[src/fsst_pkg.sv]
// fsst_pkg: shared types and constants for the floor search sorted table unit.
// Used by fsst_front, fsst_back and the top level; no dependencies.
`default_nettype none

package fsst_pkg;

	localparam int TABLE_DEPTH_DEF = 1024;
	localparam int VALUE_W         = 32;

	localparam logic [1:0] ACT_APPEND  = 2'd0;
	localparam logic [1:0] ACT_QUERY   = 2'd1;
	localparam logic [1:0] ACT_RESTART = 2'd2;

	typedef struct packed {
		logic [1:0]                 action;
		logic signed [VALUE_W-1:0] value;
	} in_t;

	typedef struct packed {
		logic                       found;
		logic signed [VALUE_W-1:0] floor_value;
	} out_t;

	typedef enum logic [2:0] {
		OP_APPEND  = 3'b001,
		OP_QUERY   = 3'b010,
		OP_RESTART = 3'b100
	} op_t;

	typedef struct packed {
		op_t                        op;
		logic signed [VALUE_W-1:0] value;
	} job_t;

endpackage

`default_nettype wire

[src/fsst_front.sv]
// fsst_front: accepts commands, classifies the action and queues jobs (2 deep).
// Depends on fsst_pkg.
`default_nettype none

module fsst_front (
	input  wire logic           clk,
	input  wire logic           arst_n,
	input  wire logic           start,
	output      logic           busy,
	input  wire fsst_pkg::in_t  cmd,
	output      logic           job_valid,
	output      fsst_pkg::job_t job,
	input  wire logic           pop
);

	import fsst_pkg::*;

	job_t       slot_q [2];
	logic       wr_ptr_q;
	logic       rd_ptr_q;
	logic [1:0] fill_q;
	logic       known;
	op_t        op;
	logic       push;

	always_comb begin
		known = 1'b1;
		op    = OP_APPEND;
		case (cmd.action)
			ACT_APPEND:  op = OP_APPEND;
			ACT_QUERY:   op = OP_QUERY;
			ACT_RESTART: op = OP_RESTART;
			default:     known = 1'b0;
		endcase
	end

	assign busy      = (fill_q == 2'd2);
	assign push      = start && !busy && known;
	assign job_valid = (fill_q != 2'd0);
	assign job       = slot_q[rd_ptr_q];

	always_ff @(posedge clk) begin
		if (push) begin
			slot_q[wr_ptr_q] <= '{op: op, value: cmd.value};
		end
	end

	always_ff @(posedge clk or negedge arst_n) begin
		if (!arst_n) begin
			wr_ptr_q <= 1'b0;
			rd_ptr_q <= 1'b0;
			fill_q   <= 2'd0;
		end else begin
			if (push) begin
				wr_ptr_q <= !wr_ptr_q;
			end
			if (pop && job_valid) begin
				rd_ptr_q <= !rd_ptr_q;
			end
			case ({push, pop && job_valid})
				2'b10:   fill_q <= fill_q + 2'd1;
				2'b01:   fill_q <= fill_q - 2'd1;
				default: fill_q <= fill_q;
			endcase
		end
	end

	a_fill_bound: assert property (@(posedge clk) disable iff (!arst_n)
		fill_q != 2'd3)
		else $error("queue fill out of range");

	a_no_pop_empty: assert property (@(posedge clk) disable iff (!arst_n)
		pop |-> job_valid)
		else $error("pop from empty queue");

	a_full_holds: assert property (@(posedge clk) disable iff (!arst_n)
		busy && !pop |=> busy)
		else $error("full queue drained without pop");

endmodule

`default_nettype wire

[config.mk]
export PLATFORM = sky130hd
export DESIGN_NAME = fsst_front
export DESIGN_NICKNAME = d
export VERILOG_FILES = /design/src/fsst_pkg.sv /design/src/fsst_front.sv
export SDC_FILE = /design/constraint.sdc
export NUM_CORES = 1
export LEC_CHECK = 0
export ABC_CLOCK_PERIOD_IN_PS = 3700
export BUFFER_PORTS_ARGS = -buffer_cell sky130_fd_sc_hd__buf_2
export CORE_MARGIN = 2
export CORE_UTILIZATION = 51
export DETAILED_ROUTE_END_ITERATION = 8
export PLACE_DENSITY = 0.78
export SYNTH_ARGS = -nofsm -noshare
export SYNTH_HDL_FRONTEND = slang
export SYNTH_SLANG_ARGS = --single-unit
[constraint.sdc]
create_clock -name clk -period 3.7 [get_ports clk]
set_input_delay 0 -clock clk [delete_from_list [all_inputs] [get_ports clk]]
set_output_delay 0 -clock clk [all_outputs]
set_load 0.01 [all_outputs]
==> impl_metrics.ini, run 1 <==
[run_status]
outcome = finished, final reports clean

[global_routing]
grt_max_degree = 36
grt_usage_pct = 16.6
top_usage_layer = met2
antenna_found_initial = 0
grt_overflow_total = 0
met2_usage_pct = 26.5
use_met1_pct = 20.4
grt_pass1_vias = 1544
grt_use_met3_pct = 3.26
grt_pass1_wl_um = 7330

[floorplan]
ios = 75
die_x_um = 77.9
start_util_pct = 53.8
die-height_um = 77.9
num_rows = 26
die_area_mm2 = 0.00606
core_area_mm2 = 0.00517

[worst_setup_path]
rr_worst_depth = 3
cp_cell_sequence = nor2b_2, or3b_1, nor2_4
path_max_fanout = 35
critPathBufInv = 0
crit_path_start = fill_q[1]$_DFFE_PN0P_
reg2reg_setup_slack_ns = 1.46
cp.depth = 3
cp_slowest_cell = nor2_4
startpoint_type = register
cp_data_required_time_ns = 3.65
max_stage_delay_ns = 0.80
end_kind = register
crit_arrival_ns = 2.19
crit_family = simple AND/OR/NAND/NOR gates
crit_end = slot_q[1][15]$_DFFE_PP_
rr_startpoint = fill_q[1]$_DFFE_PN0P_
crit_type = reg2reg
r2r-end = slot_q[1][15]$_DFFE_PP_

[synth]
synth-warning-count = 0
synth.avg_cell_area_um2 = 20.9
synth_area_mm2 = 0.00278
synth-main-ff-cell = edfxtp_1
yosysTopAreaCellShare_pct = 75.6
async_flop_share_pct = 5.41
synth_fp_nets = 175
ys_seq_elements = 74
synthTopCellsByCount = 70 x edfxtp_1, 35 x mux2_2, 4 x buf_2, 4 x dfrtp_1, 4 x ha_1
synth_edf_count = 70
seq_area_frac_synth_pct = 79.2
ys_types = 15
synth.area.top_cells = edfxtp_1 76%, mux2_2 14%, dfrtp_1 3.6%
syn_inst = 133
synth.most_common_cell = edfxtp_1
yosys.area.top_type = edfxtp_1

[power]
powerDensity_mw_per_mm2 = 664
ir_drop_uv = 523
p_leak_nw = 1.45

[timing]
setup-tns-final_ns = 0
rsz0062_at_grt = no
layout_setup_ws_ns = 1.46
tightest_slew_ns = 0.983
period_share_pct = 60.5
slew_headroom_pct = 34.3
post-route-min-period_ns = 2.24
fmax_ghz = 0.447
fin_worst_skew_ns = 0.00587
setup_viol = 0
hold_viol_final = 0
final_max_slew_viol_count = 0

[placement]
pre_cts_ws_ns = 1.42
place_hpwl_um = 2710
dpl_cell_area_mm2 = 0.00323
dp_cells = 273
gp_congestion = 0.715
port_buffers = 74

[cells_and_area]
regArea_mm2 = 0.00220
antenna_cells = 0
nets = 291
syn_to_final_growth_pct = 35.0
fill_cells = 333
fin_area_mm2 = 0.00376
drive_gt1_share_pct = 50.2
utilization_pct = 72.6
stdcell_count = 323
multi_input_area_um2 = 552

[clock_tree]
numCtsBuffers = 9
h-tree-depth = 3
tritoncts = built
ctsResizeCount = 0
clockBufferDepth = 2
postCtsSetupBuffers = 0
clk_latency_ns = 0.33
cts.sinks = 74
clk_pin_slew_ns = 0.07
root_buffer = clkbuf_8

[detailed_routing]
vias = 1543
drt_iter0_markers = 61
drtPass1Iterations = 4
routedWlPerCell_um = 14.6
via_per_inst = 4.78
routed_wl_um = 4720
antenna_left = 0
drc = 0

[hold_path]
min_path_type = in2reg
hold_depth = 2

[run]
maxCapViolCount = 0
through the flow:
step                hold slack (ns)  power (W)
floorplan                    -0.296    0.00166
global placement             -0.190    0.00191
detailed placement           -0.188    0.00192
CTS                          0.0117    0.00251
global route                 0.0429    0.00261
finish                       0.0273    0.00250
flip-flops by register name, summed over array words and instances, names as in the netlist:
name and cells:
fill_q 2, rd_ptr_q 1, slot_q 70, wr_ptr_q 1
routing by layer:
| layer | vias to the layer above | wire [um] |
|---|---|---|
| met4 | 0 | 101 |
| li1 | 741 | - |
| met1 | 729 | 2040 |
| met5 | - | 0 |
| met2 | 63 | 2320 |
| met3 | 10 | 260 |
how the worst min path moves through the flow:
stage	startpoint	end	slack, ns
global route	cmd[33]	slot_q[1][32]$_DFFE_PP_	0.04
detailed placement	arst_n	fill_q[1]$_DFFE_PN0P_	-0.19
global placement	arst_n	fill_q[1]$_DFFE_PN0P_	-0.19
finish	cmd[33]	slot_q[1][32]$_DFFE_PP_	0.03
floorplan	arst_n	fill_q[0]$_DFFE_PN0P_	-0.30
CTS	cmd[33]	slot_q[0][32]$_DFFE_PP_	0.01
cell usage in the layout, fill, tap and decap left out, drive strengths merged:
| cell | instances |
|---|---|
| clkinv | 3 |
| xor2 | 2 |
| ha | 4 |
| or2 | 1 |
| nor2 | 3 |
| buf | 75 |
| bufinv | 1 |
| dfrtp | 4 |
| or3b | 1 |
| inv | 3 |
| dlygate4sd3 | 35 |
| nor2b | 1 |
| edfxtp | 70 |
| mux2 | 35 |
| and2 | 1 |
| xnor2 | 3 |
| clkbuf | 11 |
what timing repair did:
action,4_1_cts,5_1_grt
endpoints found under the hold margin,69,0
endpoints found under the setup margin,0,0
hold buffers,35,0
where the power goes:
group          switching, W  internal, W  total (W)
Clock              0.000263     0.000304   0.000566
Combinational      0.000394     0.000374   0.000767
Sequential        0.0000565      0.00111    0.00116
cell type report:
| class | instances | area share (%) |
|---|---|---|
| Sequential cell | 74 | 58.6 |
| Timing Repair Buffer | 110 | 19.4 |
| Multi-Input combinational cell | 51 | 14.7 |
| Clock buffer | 11 | 3.50 |
| Tap cell | 70 | 2.33 |
| Clock inverter | 4 | 1.17 |
| Inverter | 3 | 0.300 |
logic make-up (layout without fill, tap and decap cells):
logic type / count (synthesis) / in the layout / share of synthesized area [%]
XOR/XNOR: 5 / 5 / 1.84
adder cells (fa/ha/maj): 4 / 4 / 1.80
AND/OR/NAND/NOR: 7 / 7 / 1.48
multiplexers: 35 / 35 / 14.2
flip-flops: 74 / 74 / 79.2
buffers and inverters: 8 / 128 / 1.53
(Power assumes the default switching activity.)
==> run 2, diff against run 1 <==
ABC_AREA = 1   (was default)
ABC_CLOCK_PERIOD_IN_PS = 2300   (was 3700)
CORE_UTILIZATION = 52   (was 51)
PLACE_DENSITY = 0.79   (was 0.78)
clock period = 2.3 ns   (was 3.7 ns; I/O delays follow)
==> run 2 against run 1 <==
Critical path depth increased by 1. Highest routed layer unchanged. Sequential share of layout area shrank 1.8 points. Final cell count rose by 29%. Critical path type is now reg2out. First-iteration DRC count rose by 49%. Utilization shrank 1.3 points. Combinational power is 86% higher. Largest cell class unchanged. Clock power rose by 65%. Via count increased by 26%. Die area up 1.9%. Synthesized area rose by 4.0%.
==> impl_metrics.ini, run 2 <==
[clock_tree]
tritoncts = built
cts.sinks = 74
h-tree-depth = 3
ctsResizeCount = 0
root_buffer = clkbuf_8
clk_latency_ns = 0.33
clk_pin_slew_ns = 0.07
numCtsBuffers = 9
clockBufferDepth = 2

[timing]
rsz0062_at_grt = no
period_share_pct = 74.2
tightest_slew_ns = 0.629
hold_viol_final = 0
setup-tns-final_ns = 0
fmax_ghz = 0.586
setup_viol = 0
post-route-min-period_ns = 1.71
fin_worst_skew_ns = 0.00716
hold_ws_ns = 0.0408
final_max_slew_viol_count = 0
slew_headroom_pct = 58.1

[detailed_routing]
vias = 1937
via_per_inst = 4.66
drtPass1Iterations = 4
drt_iter0_markers = 91
drc = 0
antenna_left = 0
routedWlPerCell_um = 13.4
routed_wl_um = 5560

[synth]
synth.most_common_cell = nand2_1
async_flop_share_pct = 5.41
synth.avg_cell_area_um2 = 13.1
synth_area_mm2 = 0.00289
synthTopCellsByCount = 105 x nand2_1, 70 x edfxtp_1, 11 x inv_1, 11 x nand2_2
synth_fp_nets = 262
syn_inst = 220
synth-main-ff-cell = edfxtp_1
ys_types = 15
synth_edf_count = 70
synth-warning-count = 0
yosysTopAreaCellShare_pct = 72.7
seq_area_frac_synth_pct = 76.1
ys_seq_elements = 74
synth.area.top_cells = edfxtp_1 73%, nand2_1 14%, dfrtp_1 3.5%
yosys.area.top_type = edfxtp_1

[global_routing]
grt_usage_pct = 19.6
antenna_found_initial = 0
grt_pass1_vias = 1900
grt_overflow_total = 0
grt_max_degree = 37
grt_pass1_wl_um = 8890

[cells_and_area]
drive_gt1_share_pct = 30.5
syn_to_final_growth_pct = 34.0
most-common-layout-cells = 105 x nand2_1, 74 x buf_2, 70 x edfxtp_1, 36 x dlygate4sd3_1
max_flop_register = slot_q
final_common_cell = nand2_1
largest_reg_flops = 70
utilization_pct = 71.3
nets = 381
fill_cells = 364
antenna_cells = 0
top_regs = slot_q: 70 flops, fill_q: 2 flops

[run]
maxCapViolCount = 0

[worst_setup_path]
cp_data_required_time_ns = 2.30
startpoint_type = register
end_kind = output port
crit_arrival_ns = 1.71
crit_type = reg2out
path_max_fanout = 15

[floorplan]
start_util_pct = 53.2
ios = 75
die_area_mm2 = 0.00618
die_x_um = 78.6
core_area_mm2 = 0.00544
num_rows = 27
die-height_um = 78.6

[power]
p_leak_nw = 1.72
powerDensity_mw_per_mm2 = 1100
ir_drop_uv = 687

[run_status]
outcome = finished, final reports clean

[hold_path]
min_path_type = in2reg

[placement]
place_hpwl_um = 3250
port_buffers = 74
gp_congestion = 0.829
-- run 2: critical path, cell delays in order, from the launching register on --
cell and delay [ns]:
dfrtp_1 0.74, buf_4 0.31, nand2_1 0.09, nand2_1 0.09, buf_2 0.13
-- run 2: what timing repair did --
item,4_1_cts,5_1_grt
buffers inserted,0,0
hold buffers,36,0
endpoints found under the hold margin,70,0
-- run 2: logic make-up (layout without fill, tap and decap cells) --
group / after synthesis / count (layout) / synth area share, %
flip-flops: 74 / 74 / 76.1
XOR/XNOR: 1 / 1 / 0.303
adder cells (fa/ha/maj): 4 / 4 / 1.73
AND/OR/NAND/NOR: 122 / 122 / 17.3
buffers and inverters: 19 / 143 / 4.58
-- run 2: power by group --
group          total, W  internal (W)  leakage, nW  switching (W)
combinational   0.00143      0.000529        0.933       0.000899
sequential      0.00189       0.00177        0.694       0.000123
clock          0.000936      0.000492       0.0890       0.000443
-- run 2: metrics by stage --
step,cells,total power (W),worst slack (ns),area [um^2]
2_1_floorplan,220,0.00283,0.382,2900
3_3_place_gp,364,0.00325,0.873,3330
3_5_place_dp,364,0.00329,0.835,3330
4_1_cts,416,0.00425,0.584,3880
5_1_grt,416,0.00453,0.476,3880
6_report,416,0.00425,0.593,3880
-- run 2: routing by layer --
| layer | GRT usage, % | part of all wire (%) | routed length, um | vias to the layer above |
|---|---|---|---|---|
| li1 | - | - | - | 968 |
| met1 | 24.3 | 41 | 2260 | 892 |
| met2 | 31.4 | 50 | 2780 | 67 |
| met3 | 6.32 | 7.5 | 417 | 10 |
| met4 | 9.12 | 1.8 | 99 | 0 |
| met5 | 0 | 0 | 0 | - |
-- run 2: final timing paths --
path	slack [ns]	from	to	depth (start not counted)
setup reg to reg	0.81	fill_q[0]$_DFFE_PN0P_	slot_q[1][30]$_DFFE_PP_	5
min in group asynchronous	0.56	arst_n	wr_ptr_q$_DFFE_PN0N_	3
max in group asynchronous	1.56	arst_n	rd_ptr_q$_DFFE_PN0P_	3
hold / removal	0.04	cmd[33]	slot_q[0][32]$_DFFE_PP_	2
setup / recovery	0.59	rd_ptr_q$_DFFE_PN0P_	job[14]	4
hold reg to reg	0.49	wr_ptr_q$_DFFE_PN0N_	wr_ptr_q$_DFFE_PN0N_	2
-- run 2: cell type report --
cell class | count | area (um^2) | share of cell area (%)
Inverter | 12 | 52.6 | 1.36
Multi-Input combinational cell | 127 | 566 | 14.6
Timing Repair Buffer | 115 | 781 | 20.1
Sequential cell | 74 | 2200 | 56.8
Tap cell | 72 | 90.1 | 2.32
Clock inverter | 6 | 57.6 | 1.48
Clock buffer | 10 | 128 | 3.29
